==> config.mk <==
export PLATFORM = sky130hd
export DESIGN_NAME = tile_map_quad_generator
export DESIGN_NICKNAME = d
export VERILOG_FILES = /design/src/rtl/core/tmqg_pkg.sv /design/src/rtl/core/tile_map_quad_generator.sv
export VERILOG_INCLUDE_DIRS = /design/src /design/src/rtl/core
export SDC_FILE = /design/constraint.sdc
export NUM_CORES = 1
export LEC_CHECK = 0
export ABC_AREA = 1
export BUFFER_PORTS_ARGS = -buffer_cell sky130_fd_sc_hd__buf_2
export CELL_PAD_IN_SITES_DETAIL_PLACEMENT = 0
export CELL_PAD_IN_SITES_GLOBAL_PLACEMENT = 1
export CORE_ASPECT_RATIO = 1.75
export CORE_MARGIN = 3
export CORE_UTILIZATION = 50
export CTS_CLUSTER_DIAMETER = 60
export DETAILED_ROUTE_END_ITERATION = 8
export GPL_TIMING_DRIVEN = 1
export PLACE_DENSITY = 0.95
export REMOVE_ABC_BUFFERS = 1
export SLEW_MARGIN = 5
export SYNTH_ARGS = -nofsm -noshare
export SYNTH_HDL_FRONTEND = slang
export SYNTH_SLANG_ARGS = --single-unit
==> constraint.sdc <==
create_clock -name clk -period 11.3 [get_ports clk]
set_clock_uncertainty 0.1 [all_clocks]
set_input_delay 0.565 -clock clk [delete_from_list [all_inputs] [get_ports clk]]
set_output_delay 0.565 -clock clk [all_outputs]
set_load 0.01 [all_outputs]
==> src/rtl/core/tile_map_quad_generator_assert.svh <==
// Assertion helpers for the tile map quad generator.
// Both sample on clk and are switched off while rst_n is low.
`ifndef TILE_MAP_QUAD_GENERATOR_ASSERT_SVH
`define TILE_MAP_QUAD_GENERATOR_ASSERT_SVH

// Property checked on every clock edge outside reset
`define TMQG_ASSERT(lbl, prop, msg) \
  lbl: assert property (@(posedge clk) disable iff (!rst_n) prop) else $error(msg);

// Implication checked only while a given condition holds
`define TMQG_ASSERT_WHEN(lbl, cond, prop, msg) \
  lbl: assert property (@(posedge clk) disable iff (!rst_n) (cond) |-> (prop)) else $error(msg);

`endif

==> src/rtl/core/tmqg_pkg.sv <==
package tmqg_pkg;

  // Field and register widths
  localparam int REG_W   = 9;
  localparam int NUM_W   = 16;
  localparam int IDX_W   = 8;
  localparam int POS_W   = 17;
  localparam int TEXV_W  = 25;
  localparam int SLOT_W  = 3;
  localparam int CIDX_W  = 3;
  localparam int STEP_W  = 4;

  // Largest map dimension and largest tile / sheet setting
  localparam int MAX_DIM = 256;
  localparam logic [REG_W-1:0] MAX_DIM_V = REG_W'(MAX_DIM);
  localparam logic [REG_W-1:0] MAX_SIZE  = REG_W'(256);

  // Vertices per tile
  localparam int VERTS = 6;
  localparam logic [SLOT_W-1:0] LAST_SLOT = SLOT_W'(VERTS - 1);

  // Divider steps (one quotient bit each) and multiplier steps
  localparam logic [STEP_W-1:0] DIV_LAST = STEP_W'(NUM_W - 1);
  localparam logic [STEP_W-1:0] MUL_PX   = STEP_W'(0);
  localparam logic [STEP_W-1:0] MUL_PY   = STEP_W'(1);
  localparam logic [STEP_W-1:0] MUL_TU   = STEP_W'(2);
  localparam logic [STEP_W-1:0] MUL_TV   = STEP_W'(3);

  // Configuration register indexes
  localparam logic [CIDX_W-1:0] REG_MAP_WIDTH     = CIDX_W'(0);
  localparam logic [CIDX_W-1:0] REG_MAP_HEIGHT    = CIDX_W'(1);
  localparam logic [CIDX_W-1:0] REG_TILE_WIDTH    = CIDX_W'(2);
  localparam logic [CIDX_W-1:0] REG_TILE_HEIGHT   = CIDX_W'(3);
  localparam logic [CIDX_W-1:0] REG_SHEET_COLUMNS = CIDX_W'(4);

  // Zero acts as one, anything above the limit saturates
  function automatic logic [REG_W-1:0] clamp_reg(input logic [REG_W-1:0] v,
                                                 input logic [REG_W-1:0] hi);
    logic [REG_W-1:0] r;
    if (v == '0) r = REG_W'(1);
    else if (v > hi) r = hi;
    else r = v;
    return r;
  endfunction

  // Quad corner order 0,1,2,0,2,3: right edge used by corners 1 and 2
  function automatic logic slot_x_hi(input logic [SLOT_W-1:0] slot);
    logic r;
    case (slot)
      3'd1, 3'd2, 3'd4: r = 1'b1;
      default:          r = 1'b0;
    endcase
    return r;
  endfunction

  // Bottom edge used by corners 2 and 3
  function automatic logic slot_y_hi(input logic [SLOT_W-1:0] slot);
    logic r;
    case (slot)
      3'd2, 3'd4, 3'd5: r = 1'b1;
      default:          r = 1'b0;
    endcase
    return r;
  endfunction

endpackage

==> src/rtl/core/tile_map_quad_generator.sv <==
// Tile map quad generator. Takes one tile number per map cell in column-major
// order (row fastest) and returns six vertex beats, the triangles 0,1,2 and
// 0,2,3 of that cell's quad, each with screen position and sheet texture
// coordinate. A tile goes through an accept state, the radix-2 divider that splits
// the tile number by sheet_columns, the single 16x9 multiplier, and the emit
// state that sends the six vertices through the output register. in_ready is
// high only between tiles; the last vertex may still wait at the output while
// the next tile is taken. Configuration must be written only while no tile is
// in flight, by the user; the block does not enforce it. cfg_ready is always high.
module tile_map_quad_generator
  import tmqg_pkg::*;
(
  input  logic                clk,
  input  logic                rst_n,

  input  logic                in_valid,
  output logic                in_ready,
  input  logic [NUM_W-1:0]    in_tile_number,

  output logic                out_valid,
  input  logic                out_ready,
  output logic [POS_W-1:0]    out_pos_x,
  output logic [POS_W-1:0]    out_pos_y,
  output logic [POS_W-1:0]    out_tex_u,
  output logic [TEXV_W-1:0]   out_tex_v,
  output logic [SLOT_W-1:0]   out_vertex_slot,
  output logic                out_last_vertex,

  input  logic                cfg_valid,
  output logic                cfg_ready,
  input  logic [CIDX_W-1:0]   cfg_index,
  input  logic [REG_W-1:0]    cfg_data
);

  localparam logic [1:0] ST_IDLE = 2'd0;
  localparam logic [1:0] ST_DIV  = 2'd1;
  localparam logic [1:0] ST_MUL  = 2'd2;
  localparam logic [1:0] ST_EMIT = 2'd3;

  logic [1:0]        state_r, state_nxt;
  logic [STEP_W-1:0] step_r, step_nxt;
  logic [SLOT_W-1:0] slot_r, slot_nxt;

  logic [REG_W-1:0]  map_width_r, map_height_r, tile_width_r, tile_height_r;
  logic [REG_W-1:0]  sheet_columns_r;
  logic [IDX_W-1:0]  col_r, col_nxt, row_r, row_nxt;

  // Divider: quo_r shifts the dividend out and the quotient in
  logic [NUM_W-1:0]  quo_r, quo_nxt;
  logic [REG_W-1:0]  rem_r, rem_nxt;

  logic [POS_W-1:0]  px0_r, px0_nxt, py0_r, py0_nxt, tu0_r, tu0_nxt;
  logic [TEXV_W-1:0] tv0_r, tv0_nxt;

  logic              out_valid_r, out_valid_nxt;
  logic [POS_W-1:0]  pos_x_r, pos_x_nxt, pos_y_r, pos_y_nxt, tex_u_r, tex_u_nxt;
  logic [TEXV_W-1:0] tex_v_r, tex_v_nxt;
  logic [SLOT_W-1:0] vslot_r, vslot_nxt;
  logic              last_r, last_nxt;

  logic [REG_W-1:0]  mw_eff, mh_eff, tw_eff, th_eff, sc_eff;
  logic [REG_W:0]    trial;
  logic              trial_ge;
  logic [NUM_W-1:0]  mul_a;
  logic [REG_W-1:0]  mul_b;
  logic [TEXV_W-1:0] product;
  logic [REG_W-1:0]  row_inc, col_inc;
  logic              in_fire, load_out;

  // Effective register values
  assign mw_eff = clamp_reg(map_width_r, MAX_DIM_V);
  assign mh_eff = clamp_reg(map_height_r, MAX_DIM_V);
  assign tw_eff = clamp_reg(tile_width_r, MAX_SIZE);
  assign th_eff = clamp_reg(tile_height_r, MAX_SIZE);
  assign sc_eff = clamp_reg(sheet_columns_r, MAX_SIZE);

  assign in_ready  = (state_r == ST_IDLE);
  assign in_fire   = in_valid && in_ready;
  assign cfg_ready = 1'b1;
  assign load_out  = (state_r == ST_EMIT) && (!out_valid_r || out_ready);

  // Divider step: compare and subtract
  assign trial    = {rem_r, quo_r[NUM_W-1]};
  assign trial_ge = (trial >= {1'b0, sc_eff});

  // Shared multiplier operand select
  always_comb begin
    case (step_r)
      MUL_PX:  begin mul_a = NUM_W'(col_r);  mul_b = tw_eff; end
      MUL_PY:  begin mul_a = NUM_W'(row_r);  mul_b = th_eff; end
      MUL_TU:  begin mul_a = NUM_W'(rem_r);  mul_b = tw_eff; end
      default: begin mul_a = quo_r;          mul_b = th_eff; end
    endcase
  end
  assign product = TEXV_W'(mul_a * mul_b);

  assign row_inc = REG_W'(row_r) + REG_W'(1);
  assign col_inc = REG_W'(col_r) + REG_W'(1);

  // Sequencer
  always_comb begin
    state_nxt = state_r;
    step_nxt  = step_r;
    slot_nxt  = slot_r;
    quo_nxt   = quo_r;
    rem_nxt   = rem_r;
    col_nxt   = col_r;
    row_nxt   = row_r;
    px0_nxt   = px0_r;
    py0_nxt   = py0_r;
    tu0_nxt   = tu0_r;
    tv0_nxt   = tv0_r;
    unique case (state_r)
      ST_IDLE: begin
        if (in_fire) begin
          quo_nxt   = in_tile_number;
          rem_nxt   = '0;
          step_nxt  = '0;
          state_nxt = ST_DIV;
        end
      end
      ST_DIV: begin
        rem_nxt  = trial_ge ? REG_W'(trial - {1'b0, sc_eff}) : trial[REG_W-1:0];
        quo_nxt  = {quo_r[NUM_W-2:0], trial_ge};
        step_nxt = step_r + STEP_W'(1);
        if (step_r == DIV_LAST) begin
          step_nxt  = '0;
          state_nxt = ST_MUL;
        end
      end
      ST_MUL: begin
        step_nxt = step_r + STEP_W'(1);
        case (step_r)
          MUL_PX:  px0_nxt = product[POS_W-1:0];
          MUL_PY:  py0_nxt = product[POS_W-1:0];
          MUL_TU:  tu0_nxt = product[POS_W-1:0];
          default: tv0_nxt = product;
        endcase
        if (step_r == MUL_TV) begin
          // advance the map position, row fastest
          if (row_inc >= mh_eff) begin
            row_nxt = '0;
            col_nxt = (col_inc >= mw_eff) ? '0 : col_inc[IDX_W-1:0];
          end else begin
            row_nxt = row_inc[IDX_W-1:0];
          end
          slot_nxt  = '0;
          state_nxt = ST_EMIT;
        end
      end
      ST_EMIT: begin
        if (load_out) begin
          slot_nxt = slot_r + SLOT_W'(1);
          if (slot_r == LAST_SLOT) state_nxt = ST_IDLE;
        end
      end
      default: state_nxt = ST_IDLE;
    endcase
  end

  // Output register: one vertex per beat
  always_comb begin
    out_valid_nxt = out_valid_r && !out_ready;
    pos_x_nxt     = pos_x_r;
    pos_y_nxt     = pos_y_r;
    tex_u_nxt     = tex_u_r;
    tex_v_nxt     = tex_v_r;
    vslot_nxt     = vslot_r;
    last_nxt      = last_r;
    if (load_out) begin
      out_valid_nxt = 1'b1;
      pos_x_nxt = slot_x_hi(slot_r) ? POS_W'(px0_r + POS_W'(tw_eff)) : px0_r;
      tex_u_nxt = slot_x_hi(slot_r) ? POS_W'(tu0_r + POS_W'(tw_eff)) : tu0_r;
      pos_y_nxt = slot_y_hi(slot_r) ? POS_W'(py0_r + POS_W'(th_eff)) : py0_r;
      tex_v_nxt = slot_y_hi(slot_r) ? TEXV_W'(tv0_r + TEXV_W'(th_eff)) : tv0_r;
      vslot_nxt = slot_r;
      last_nxt  = (slot_r == LAST_SLOT);
    end
  end

  // Control state and configuration
  always_ff @(posedge clk) begin
    if (!rst_n) begin
      state_r         <= ST_IDLE;
      step_r          <= '0;
      slot_r          <= '0;
      col_r           <= '0;
      row_r           <= '0;
      out_valid_r     <= 1'b0;
      map_width_r     <= REG_W'(16);
      map_height_r    <= REG_W'(16);
      tile_width_r    <= REG_W'(32);
      tile_height_r   <= REG_W'(32);
      sheet_columns_r <= REG_W'(8);
    end else begin
      state_r     <= state_nxt;
      step_r      <= step_nxt;
      slot_r      <= slot_nxt;
      col_r       <= col_nxt;
      row_r       <= row_nxt;
      out_valid_r <= out_valid_nxt;
      if (cfg_valid && cfg_ready) begin
        unique case (cfg_index)
          REG_MAP_WIDTH:     map_width_r     <= cfg_data;
          REG_MAP_HEIGHT:    map_height_r    <= cfg_data;
          REG_TILE_WIDTH:    tile_width_r    <= cfg_data;
          REG_TILE_HEIGHT:   tile_height_r   <= cfg_data;
          REG_SHEET_COLUMNS: sheet_columns_r <= cfg_data;
          default: ;
        endcase
      end
    end
  end

  // Datapath registers
  always_ff @(posedge clk) begin
    quo_r   <= quo_nxt;
    rem_r   <= rem_nxt;
    px0_r   <= px0_nxt;
    py0_r   <= py0_nxt;
    tu0_r   <= tu0_nxt;
    tv0_r   <= tv0_nxt;
    pos_x_r <= pos_x_nxt;
    pos_y_r <= pos_y_nxt;
    tex_u_r <= tex_u_nxt;
    tex_v_r <= tex_v_nxt;
    vslot_r <= vslot_nxt;
    last_r  <= last_nxt;
  end

  assign out_valid       = out_valid_r;
  assign out_pos_x       = pos_x_r;
  assign out_pos_y       = pos_y_r;
  assign out_tex_u       = tex_u_r;
  assign out_tex_v       = tex_v_r;
  assign out_vertex_slot = vslot_r;
  assign out_last_vertex = last_r;

  // Checks
  `include "tile_map_quad_generator_assert.svh"

  `TMQG_ASSERT(a_accept_starts_div, in_fire |=> (state_r == ST_DIV && step_r == '0), "accepted tile did not start the divider")
  `TMQG_ASSERT_WHEN(a_rem_below_divisor, state_r == ST_DIV, rem_r < sc_eff, "divider remainder reached the divisor")
  `TMQG_ASSERT_WHEN(a_last_matches_slot, out_valid_r, last_r == (vslot_r == LAST_SLOT), "last_vertex out of step with vertex_slot")
  `TMQG_ASSERT_WHEN(a_idle_pending_is_last, state_r == ST_IDLE && out_valid_r, last_r, "vertex other than the last pending between tiles")

endmodule
Word-level counts from Yosys, hierarchy flattened
Index checks and enable logic that the tools add are counted.
{ "word_totals": {"regBits": 252, "in_bits": 33, "out_inout_bits": 83, "word_cells": 138} }
{ "classes": {"addsub": 9, "mul": 1, "n_lt_le_gt_ge": 8, "n_eq_ne": 20, "mux": 40, "bitwise_logic": 1, "reduce_logical": 36} }
{ "ops": {"columns": ["op", "n"], "rows": [
  ["two-way mux 9 bit", 13],
  ["adder 17 x 9 -> 17 bit", 3],
  ["two-way mux 17 bit", 3],
  ["one-hot mux 16 bit (3 select lines)", 1],
  ["greater-than comparator 9 bit, second input constant", 5],
  ["zero test 9 bit", 5],
  ["one-hot mux 16 bit (2 select lines)", 1],
  ["adder 25 x 9 -> 25 bit", 1],
  ["multiplier 16 x 9 -> 25 bit", 1],
  ["two-way mux 25 bit", 1],
  ["AND reduction 2 bit", 12],
  ["adder 8 x 1 -> 9 bit, second input constant", 2],
  [">= comparator 9 bit", 2],
  ["one-hot mux 9 bit (2 select lines)", 1],
  ["two-way mux 16 bit", 1],
  ["two-way mux 8 bit", 2],
  ["one-hot mux 4 bit (3 select lines)", 1],
  [">= comparator 10 x 9 -> 1 bit", 1],
  ["two-way mux 2 bit", 5],
  ["equality test 3 x 2 -> 1 bit, second input constant", 3],
  ["equality test 3 bit, second input constant", 3],
  ["OR reduction 3 bit", 3],
  ["subtractor 9 bit", 1],
  ["equality test 4 x 2 -> 1 bit, second input constant", 2],
  ["other kinds (26)", 42]
]} }

Longest topological paths before layout
Gate-level depths: netlist of run 1.
{ "depth": {"depth_word": 6, "depth_mapped": 30} }

Worst setup path before layout of run 1
Ideal clock, no wire load.
{ "synth_path": {"path_kind": "register to register", "from": "reg step_r[0]", "to": "reg tv0_r[20] (data pin)", "arrival_ns": 4.847, "setup_slack_ns": 6.101, "stages_incl_launch_ff": 26, "n_path_buf": 2, "cell_sequence": "dfxtp_1 > inv_1 > ha_1 > nand2_4 > inv_4 > nor2_8 > buf_6 > nand2_2 > o22ai_4 > buf_4 > nand2_1 > fa_1 > inv_1 > fa_1 > fa_1 > inv_1 > fa_1 > inv_1 > ha_1 > a21oi_1 > a21boi_0 > nor2_1 > nor2_1 > nand2_1 > nand2_1 > nand2_1"} }
{ "synth_via": {"elab_chain_cells": 4} }
{ "synth_lines": {"columns": ["item", "line_no", "source"], "rows": [
  ["start, declared", "tile_map_quad_generator.sv:41", "logic [STEP_W-1:0] step_r, step_nxt;"],
  ["start signal, assigned", "tile_map_quad_generator.sv:197", "step_r <= step_nxt;"],
  ["equality test 4 x 2 -> 1 bit / zero test 4 bit (equally long branches)", "tile_map_quad_generator.sv:88", "case (step_r)"],
  ["OR reduction 2 bit (no line)", null, null],
  ["two-way mux 9 bit", "tile_map_quad_generator.sv:88", null],
  ["multiplier 16 x 9 -> 25 bit (*)", "tile_map_quad_generator.sv:95", "assign product = TEXV_W'(mul_a * mul_b);"],
  ["via product[20]", "tile_map_quad_generator.sv:66", "logic [TEXV_W-1:0] product;"],
  ["end signal, assigned", "tile_map_quad_generator.sv:222", "tv0_r <= tv0_nxt;"],
  ["end, declared", "tile_map_quad_generator.sv:53", "logic [TEXV_W-1:0] tv0_r, tv0_nxt;"]
]} }
The timed path passes the listed nets; every way through them passes the cells marked *.
A chain may end at the register's enable or synchronous reset.

Worst setup path after layout of run 1
{ "layout_path": {"from": "reg step_r[0]", "to": "reg tv0_r[16] (data pin)"} }
The elaborated chain is that of the path after synthesis.

==> results of run 1 <==
-- Yosys cell counts (9+ instances only) --
cell type | instances | area share
edfxtp_1 | 181 | 0.29
inv_1 | 354 | 0.071
xor2_1 | 24 | 0.011
o21ai_0 | 101 | 0.027
nor2_1 | 301 | 0.061
xnor2_1 | 16 | 0.0075
a21oi_1 | 87 | 0.023
dfxtp_1 | 71 | 0.076
nand4_1 | 30 | 0.010
buf_2 | 9 | 0.0024
fa_1 | 104 | 0.11
nor3_1 | 23 | 0.0062
inv_2 | 14 | 0.0028
clkbuf_1 | 26 | 0.0052
ha_1 | 123 | 0.082
nand2_1 | 684 | 0.14
nand3_1 | 138 | 0.037
-- cell families after synthesis --
kind of cell | Yosys count
AOI/OAI and AO/OA | 229
DFF | 252
adders and majority gates | 227
muxes | 1
other | 1
and+or+nand+nor | 1209
buffers and inverters | 416
xor gates and xnor gates | 40
-- critical path: cells and delay by family, from the launching register on --
kind                       cells  cell delay, ns
and+or+nand+nor                8            1.29
DFF                            1            0.43
AOI/OAI and AO/OA              1            0.30
buffers and inverters          7            0.74
adders and majority gates      6            2.67
xor gates and xnor gates       1            0.45
-- state kept, by name, indices dropped and copies added, names as in the netlist, 9 cells and up --
| register | flops |
|---|---|
| out_pos_y | 17 |
| tile_height_r | 9 |
| px0_r | 17 |
| map_height_r | 9 |
| py0_r | 17 |
| map_width_r | 9 |
| tv0_r | 25 |
| quo_r | 16 |
| sheet_columns_r | 9 |
| out_tex_u | 17 |
| out_tex_v | 25 |
| out_pos_x | 17 |
| tu0_r | 17 |
| rem_r | 9 |
| tile_width_r | 9 |
-- layer usage --
layer,wire (um),vias up,share of wire
met5,0,-,0
li1,-,7783,-
met3,2150,167,0.044
met4,3540,0,0.072
met2,26200,490,0.53
met1,17400,7256,0.35
-- through the flow --
step	utilization	std cells	hold slack [ns]
2_1_floorplan	-	2335	0.344
3_3_place_gp	0.534	2931	0.366
3_5_place_dp	0.534	2931	0.369
4_1_cts	0.558	2977	0.150
5_1_grt	0.558	2977	0.178
6_report	0.558	2977	0.168
-- layout make-up --
| type | instances | area (um2) | area share |
|---|---|---|---|
| Clock buffer | 27 | 633 | 0.0308 |
| Multi-Input combinational cell | 1707 | 10200 | 0.497 |
| Sequential cell | 252 | 6860 | 0.333 |
| Timing Repair Buffer | 121 | 623 | 0.0303 |
| Clock inverter | 19 | 224 | 0.0109 |
| Inverter | 376 | 1420 | 0.0689 |
| Tap cell | 475 | 594 | 0.0289 |
-- power breakdown --
part / total (mW) / switching, mW / internal (mW)
Combinational: 1.21 / 0.867 / 0.346
Clock: 0.873 / 0.388 / 0.485
Sequential: 1.31 / 0.0899 / 1.22
Total: 3.39 / 1.34 / 2.05
-- worst paths after layout --
path | from | to | depth (start not counted)
setup / recovery | step_r[0]$_SDFFE_PN0P_ | tv0_r[16]$_DFFE_PP_ | 23
hold reg to reg | map_height_r[4]$_SDFFE_PN1P_ | map_height_r[4]$_SDFFE_PN1P_ | 2
hold / removal | in_tile_number[8] | quo_r[8]$_DFFE_PP_ | 3
setup reg to reg | step_r[0]$_SDFFE_PN0P_ | tv0_r[16]$_DFFE_PP_ | 23
==> flow_summary.toml, run 1 <==
[place]
dpl.hpwl_um = 39600
portBuffers = 114
place_congestion = 0.965
placed_cell_area_um2 = 19700
pre_cts_ws_ns = 5.09

[floorplan]
die-area_um2 = 39800
start_util = 0.506
core.rowCount = 93
die_h_um = 262
coreArea_um2 = 36900
fp.dieW_um = 152
pin_count = 116

[synth]
synth_edf_count = 181
syn_inst = 2375
yosysSeqAreaShare = 0.367
synth_xor_area_frac = 0.0188
synth_top_flop_cell = "edfxtp_1"
synth_top_family_by_area = "simple AND/OR/NAND/NOR gates"
synth_cell_types = 53
muxShareOfSynthArea = 0.000536
ys_ff_latch = 252
syn_area_um2 = 18700
synthSimpleGateAreaFrac = 0.265
synth-compound-area-share = 0.0688
syn_avg_cell_area_um2 = 7.86
ys_async_sr_fraction = 0
synth_fa_ha_area_frac = 0.194
yosys_warnings = 0

[grt]
use_met1 = 0.252
groute.usage.overall = 0.246
antenna_found_initial = 0
busiest_layer = "met2"
grt_pass1_vias = 15700
gr-total-overflow = 0
use_met2 = 0.470
use_met3 = 0.0258
grt_pass1_wl_um = 78500
grt_max_degree = 64

[worst_setup_path]
slowest_stage = "fa_1"
r2r_slack_ns = 5.01
path_cells = "inv_1, ha_1, nand2_4, inv_4, nor2_8, nand2_2, inv_2, nand2_1, inv_1, nand2_1, fa_1, inv_1, fa_1, fa_1, inv_1, fa_1, inv_1, ha_1, a21oi_1, nand3_1, nand2_1, nand2_1, xor2_1"
end_kind = "flip-flop"
slowest_delay_ns = 0.56
worstPathMaxFanout = 15
critical_path_class = "reg -> reg"
critPathMostFrequentCell = "inv_1"
start_kind = "flip-flop"
critPathArrivalTime_ns = 6.48
required_ns = 11.49

[detailed_routing]
via_per_inst = 5.27
final_antenna_net_count = 0
routedWlPerCell_um = 16.5
dr.pass1.iters = 5
num_vias = 15700
drt_iter0_drc = 883
routed_wl_um = 49200
drc = 0

[outcome]
status = "finished clean"

[sta]
worst_pin_slew_ns = 1.12
setup_tns_ns = 0
fin_ws_ns = 5.01
slew_headroom = 0.250
fin_crit_ns = 6.29
post-route-period-util = 0.557
maxSlewViolCount = 0
max_freq_ghz = 0.159
setup_viol = 0
final_hold_viol_count = 0
rsz0062_at_grt = "false"

[power_and_ir_drop]
p_total_mw = 3.39
peakVddDrop_v = 0.000167
leakagePower_nw = 10.2
power_density_nw_per_um2 = 165

[clocking]
numCtsBuffers = 25
cts_tree = "done"
cts_hold_buffers = 0
clkTransAtPathRegs_ns = 0.07
postCtsSetupBuffers = 0
root_buffer = "clkbuf_16"
cts_max_level = 1
clock_latency_ns = 0.57
cts.sinks = 252
clockBufferDepth = 3
cts_resized = 0

[cells_and_area]
final_cell_mix = "684 x nand2_1, 353 x inv_1, 297 x nor2_1"
nets = 2743
fin_area_um2 = 20600
area_growth_pct = 10.2
final_common_cell = "nand2_1"
fillers = 3403
drive_gt1_frac = 0.0863
antennaDiodeCount = 0

[worst_hold_path]
hp-class = "in -> reg"

[job]
drv_cap = 0
(Power assumes the default switching activity.)
==> run 2: changes to the inputs <==
--- a/config.mk
+++ b/config.mk
@@ -12,11 +12,11 @@
 export CELL_PAD_IN_SITES_GLOBAL_PLACEMENT = 1
 export CORE_ASPECT_RATIO = 1.75
 export CORE_MARGIN = 3
-export CORE_UTILIZATION = 50
+export CORE_UTILIZATION = 42
 export CTS_CLUSTER_DIAMETER = 60
 export DETAILED_ROUTE_END_ITERATION = 8
 export GPL_TIMING_DRIVEN = 1
-export PLACE_DENSITY = 0.95
+export PLACE_DENSITY = 0.86
 export REMOVE_ABC_BUFFERS = 1
 export SLEW_MARGIN = 5
 export SYNTH_ARGS = -nofsm -noshare
==> constraint.sdc (replaced) <==
create_clock -name clk -period 5.35 [get_ports clk]
set_clock_uncertainty 0.1 [all_clocks]
set_input_delay 0.2675 -clock clk [delete_from_list [all_inputs] [get_ports clk]]
set_output_delay 0.2675 -clock clk [all_outputs]
set_load 0.01 [all_outputs]
==> flow_summary.toml, run 2 (synthesis gave the netlist of run 1 again) <==
[power_and_ir_drop]
p_total_mw = 7.97
power_density_nw_per_um2 = 341
leakagePower_nw = 11.4
peakVddDrop_v = 0.000237

[clocking]
cts_max_level = 1
clock_latency_ns = 0.58
clockBufferDepth = 3
cts.sinks = 252
root_buffer = "clkbuf_16"
clkTransAtPathRegs_ns = 0.06
numCtsBuffers = 27
cts_tree = "done"

[sta]
final_hold_viol_count = 0
whs_ns = 0.0353
max_freq_ghz = 0.189
fin_crit_ns = 5.29
post-route-period-util = 0.989
setup_tns_ns = 0
maxSlewViolCount = 0
fin_ws_ns = 0.0564
worst_pin_slew_ns = 1.14
rsz0062_at_grt = "true"
setup_viol = 0
slew_headroom = 0.242

[place]
dpl.hpwl_um = 42800
placed_cell_area_um2 = 21000
place_congestion = 0.941
portBuffers = 114
place_inst = 3171
pre_cts_ws_ns = -0.453

[cells_and_area]
nets = 2956
drive_gt1_frac = 0.201
final_common_cell = "nand2_1"
final_cell_mix = "647 x nand2_1, 326 x inv_1, 269 x nor2_1"
area_growth_pct = 25.0
layout.cells.non_filler = 3283
fin_area_um2 = 23300
fin_util = 0.535
antennaDiodeCount = 0

[floorplan]
die-area_um2 = 47100
die_h_um = 285
coreArea_um2 = 43600
fp.dieW_um = 165
pin_count = 116
core.rowCount = 101
start_util = 0.428

[worst_setup_path]
worstSetupEndpoint = "py0_r[16]$_DFFE_PP_"
slowest_delay_ns = 0.54
crit_path_start = "step_r[1]$_SDFFE_PN0P_"
r2r_slack_ns = 0.06
slowest_stage = "fa_1"
ff2ff_path_depth = 27
start_kind = "flip-flop"
required_ns = 5.56
critical_path_class = "reg -> reg"
worstPathMaxFanout = 6
critPathArrivalTime_ns = 5.50
r2r-start = "step_r[1]$_SDFFE_PN0P_"
end_kind = "flip-flop"
worstReg2RegEnd = "py0_r[16]$_DFFE_PP_"

[detailed_routing]
via_per_inst = 5.05
final_antenna_net_count = 0
num_vias = 16600
routed_wl_um = 54800
drt_iter0_drc = 829
routedWlPerCell_um = 16.7
dr.pass1.iters = 5
drc = 0

[grt]
grt_pass1_vias = 16900
groute.usage.overall = 0.228
gr-total-overflow = 0
antenna_found_initial = 0
grt_max_degree = 68
grt_pass1_wl_um = 84800

[worst_hold_path]
hp-class = "in -> reg"

[job]
drv_cap = 0

[outcome]
status = "finished clean"
[run 2: cell count changes in the layout (fill, tap and decap cells not counted), moves of 25 or more]
cell,before,now
buf_4,7,157
nand2_1,684,647
nor2_1,297,269
inv_1,353,326
dlygate4sd3_1,0,25
buf_6,0,31
[run 2: worst min path at each step]
stage,slack (ns),start,cells past startpoint,to
after global placement,0.37,tile_width_r[7]$_SDFFE_PN0P_,2,tile_width_r[7]$_SDFFE_PN0P_
after floorplan,0.25,rst_n,1,map_height_r[4]$_SDFFE_PN1P_
after global routing,0.04,cfg_data[8],3,map_width_r[8]$_SDFFE_PN0P_
after CTS,0.03,cfg_data[8],3,map_width_r[8]$_SDFFE_PN0P_
after detailed placement,0.37,sheet_columns_r[1]$_SDFFE_PN0P_,2,sheet_columns_r[1]$_SDFFE_PN0P_
final,0.04,cfg_data[8],3,map_width_r[8]$_SDFFE_PN0P_
[run 2: area by class of cell]
class                           instances  area, um2
Tap cell                              566        708
Clock inverter                         16        153
Fill cell                            4073      20300
Multi-Input combinational cell       1707      11000
Inverter                              376       1440
Clock buffer                           34        702
Sequential cell                       252       6860
Timing Repair Buffer                  332       2430
[run 2: layer usage]
layer	wire, um	global-route usage	share of wire	vias up
met5	0	0	0	-
met4	3470	0.121	0.063	0
met3	1790	0.0195	0.033	173
met2	30200	0.443	0.55	399
met1	19300	0.234	0.35	7803
li1	-	-	-	8199
[run 2: critical path: cells and delay by family (launching register included)]
| family | cells | cell delay [ns] |
|---|---|---|
| AO/OA/AOI/OAI | 1 | 0.28 |
| flip-flops | 1 | 0.36 |
| buffers and inverters | 9 | 0.82 |
| XOR/XNOR | 1 | 0.18 |
| adder cells (fa/ha/maj) | 6 | 2.40 |
| AND/OR/NAND/NOR | 10 | 0.86 |
[run 2: report_power, final]
| group | total, mW | leakage, nW | internal (mW) | switching, mW |
|---|---|---|---|---|
| Clock | 1.84 | 0.411 | 1.03 | 0.808 |
| Combinational | 3.37 | 8.77 | 1.23 | 2.14 |
| Sequential | 2.76 | 2.25 | 2.57 | 0.185 |
[run 2: timing repair]
item | CTS | global route
hold buffers | 25 | 0
buffers inserted | 12 | 29
gates cloned | 0 | 0
endpoints found under the setup margin | 36 | 40
hold endpoints to repair | 41 | 0
pin swaps | 32 | 118
resized for setup | 59 | 197
==> run 3: changes to the inputs <==
--- a/config.mk
+++ b/config.mk
@@ -16,7 +16,7 @@
 export CTS_CLUSTER_DIAMETER = 60
 export DETAILED_ROUTE_END_ITERATION = 8
 export GPL_TIMING_DRIVEN = 1
-export PLACE_DENSITY = 0.86
+export PLACE_DENSITY_LB_ADDON = 0.1
 export REMOVE_ABC_BUFFERS = 1
 export SLEW_MARGIN = 5
 export SYNTH_ARGS = -nofsm -noshare
==> flow_summary.toml, run 3 (synthesis gave the netlist of run 1 again) <==
[cells_and_area]
final_common_cell = "nand2_1"
fillers = 4190
multi_input_area_um2 = 11100
fin_area_um2 = 23500
antennaDiodeCount = 0
fin_util = 0.538
register_area_um2 = 6860
layout.cells.non_filler = 3282
nets = 2955
area_growth_pct = 25.8
final_cell_mix = "643 x nand2_1, 326 x inv_1, 275 x nor2_1"
drive_gt1_frac = 0.203

[power_and_ir_drop]
p_total_mw = 8.12
power_density_nw_per_um2 = 346
leakagePower_nw = 11.5
peakVddDrop_v = 0.000298

[clocking]
numCtsBuffers = 27
clock_latency_ns = 0.58
cts.sinks = 252
clockBufferDepth = 3
cts_tree = "done"
root_buffer = "clkbuf_16"
clkTransAtPathRegs_ns = 0.07
cts_max_level = 1

[worst_setup_path]
critical_path_class = "reg -> reg"
worstPathMaxFanout = 6
end_kind = "flip-flop"
r2r-start = "step_r[2]$_SDFFE_PN0P_"
slowest_delay_ns = 0.56
required_ns = 5.57
ff2ff_path_depth = 28
r2r_slack_ns = 0.03
start_kind = "flip-flop"
slowest_stage = "fa_1"
critPathArrivalTime_ns = 5.54
worstReg2RegEnd = "tv0_r[24]$_DFFE_PP_"
crit_path_start = "step_r[2]$_SDFFE_PN0P_"

[sta]
post-route-period-util = 0.994
setup_viol = 0
worst_pin_slew_ns = 0.970
fin_ws_ns = 0.0318
whs_ns = 0.0494
maxSlewViolCount = 0
final_hold_viol_count = 0
max_freq_ghz = 0.188
slew_headroom = 0.348
fin_crit_ns = 5.32
setup_tns_ns = 0
rsz0062_at_grt = "true"

[floorplan]
start_util = 0.428
coreArea_um2 = 43600
pin_count = 116
core.rowCount = 101
die_h_um = 285
die-area_um2 = 47100
fp.dieW_um = 165

[detailed_routing]
routedWlPerCell_um = 16.5
num_vias = 16300
via_per_inst = 4.95
routed_wl_um = 54100
dr.pass1.iters = 5
final_antenna_net_count = 0
drc = 0
drt_iter0_drc = 803

[place]
portBuffers = 114
pre_cts_ws_ns = -0.355
place_congestion = 0.905
placed_cell_area_um2 = 20900
place_inst = 3167
dpl.hpwl_um = 43900

[grt]
gr-total-overflow = 0
grt_pass1_vias = 16600
antenna_found_initial = 0
grt_max_degree = 59
grt_pass1_wl_um = 85100
groute.usage.overall = 0.230

[worst_hold_path]
hp-class = "in -> reg"
worstHoldStart = "cfg_index[0]"
whs_endpoint = "tile_height_r[5]$_SDFFE_PN1P_"
worstHoldPathCells = 5

[outcome]
status = "finished clean"

[job]
drv_cap = 0
[run 3: cell count changes in the layout (fill, tap and decap cells not counted), moves of 4 or more]
cell and delta:
nand2_1 -4, nand2_2 +4, clkinv_1 -7, buf_6 -6
nor2_1 +6
[run 3: layout make-up]
cell class / instances / share of cell area
inverter: 376 / 0.0616
timing repair buffer: 331 / 0.104
tap: 566 / 0.0302
multi-input combinational: 1707 / 0.472
clock inverter: 16 / 0.00922
clock buffer: 34 / 0.0312
sequential: 252 / 0.292
[run 3: what timing repair did]
item | in CTS | in global routing
hold endpoints to repair | 45 | 0
setup endpoints to repair | 40 | 44
hold buffers | 27 | 0
setup buffers | 6 | 31
pin swaps | 17 | 54
gates cloned | 0 | 1
gates resized for setup | 77 | 171
[run 3: worst max-delay path by stage]
stage	endpoint	cells after the start
final	tv0_r[24]$_DFFE_PP_	28
after global routing	tv0_r[24]$_DFFE_PP_	30
after detailed placement	py0_r[12]$_DFFE_PP_	25
after floorplan	tv0_r[20]$_DFFE_PP_	25
after global placement	px0_r[16]$_DFFE_PP_	23
after CTS	py0_r[16]$_DFFE_PP_	27
[run 3: where the power goes]
group          switching (mW)  internal [mW]  leakage, nW  total [mW]
Clock                   0.831           1.18        0.458        2.01
Combinational            2.11           1.24         8.74        3.35
Sequential              0.197           2.57         2.25        2.77
[run 3: worst max-delay path, delay by kind of cell, from the launching register on]
family / cells / cell delay, ns
adder cells (fa/ha/maj): 5 / 2.36
buffers and inverters: 11 / 1.06
AND/OR/NAND/NOR: 11 / 0.93
flip-flops: 1 / 0.34
AO/OA/AOI/OAI: 1 / 0.24
[run 3: metal layers]
layer	wire length, um	vias to the layer above	track usage
li1	-	8207	-
met1	19700	7604	0.239
met2	29600	311	0.445
met3	1410	134	0.0180
met4	3440	0	0.127
met5	0	-	0
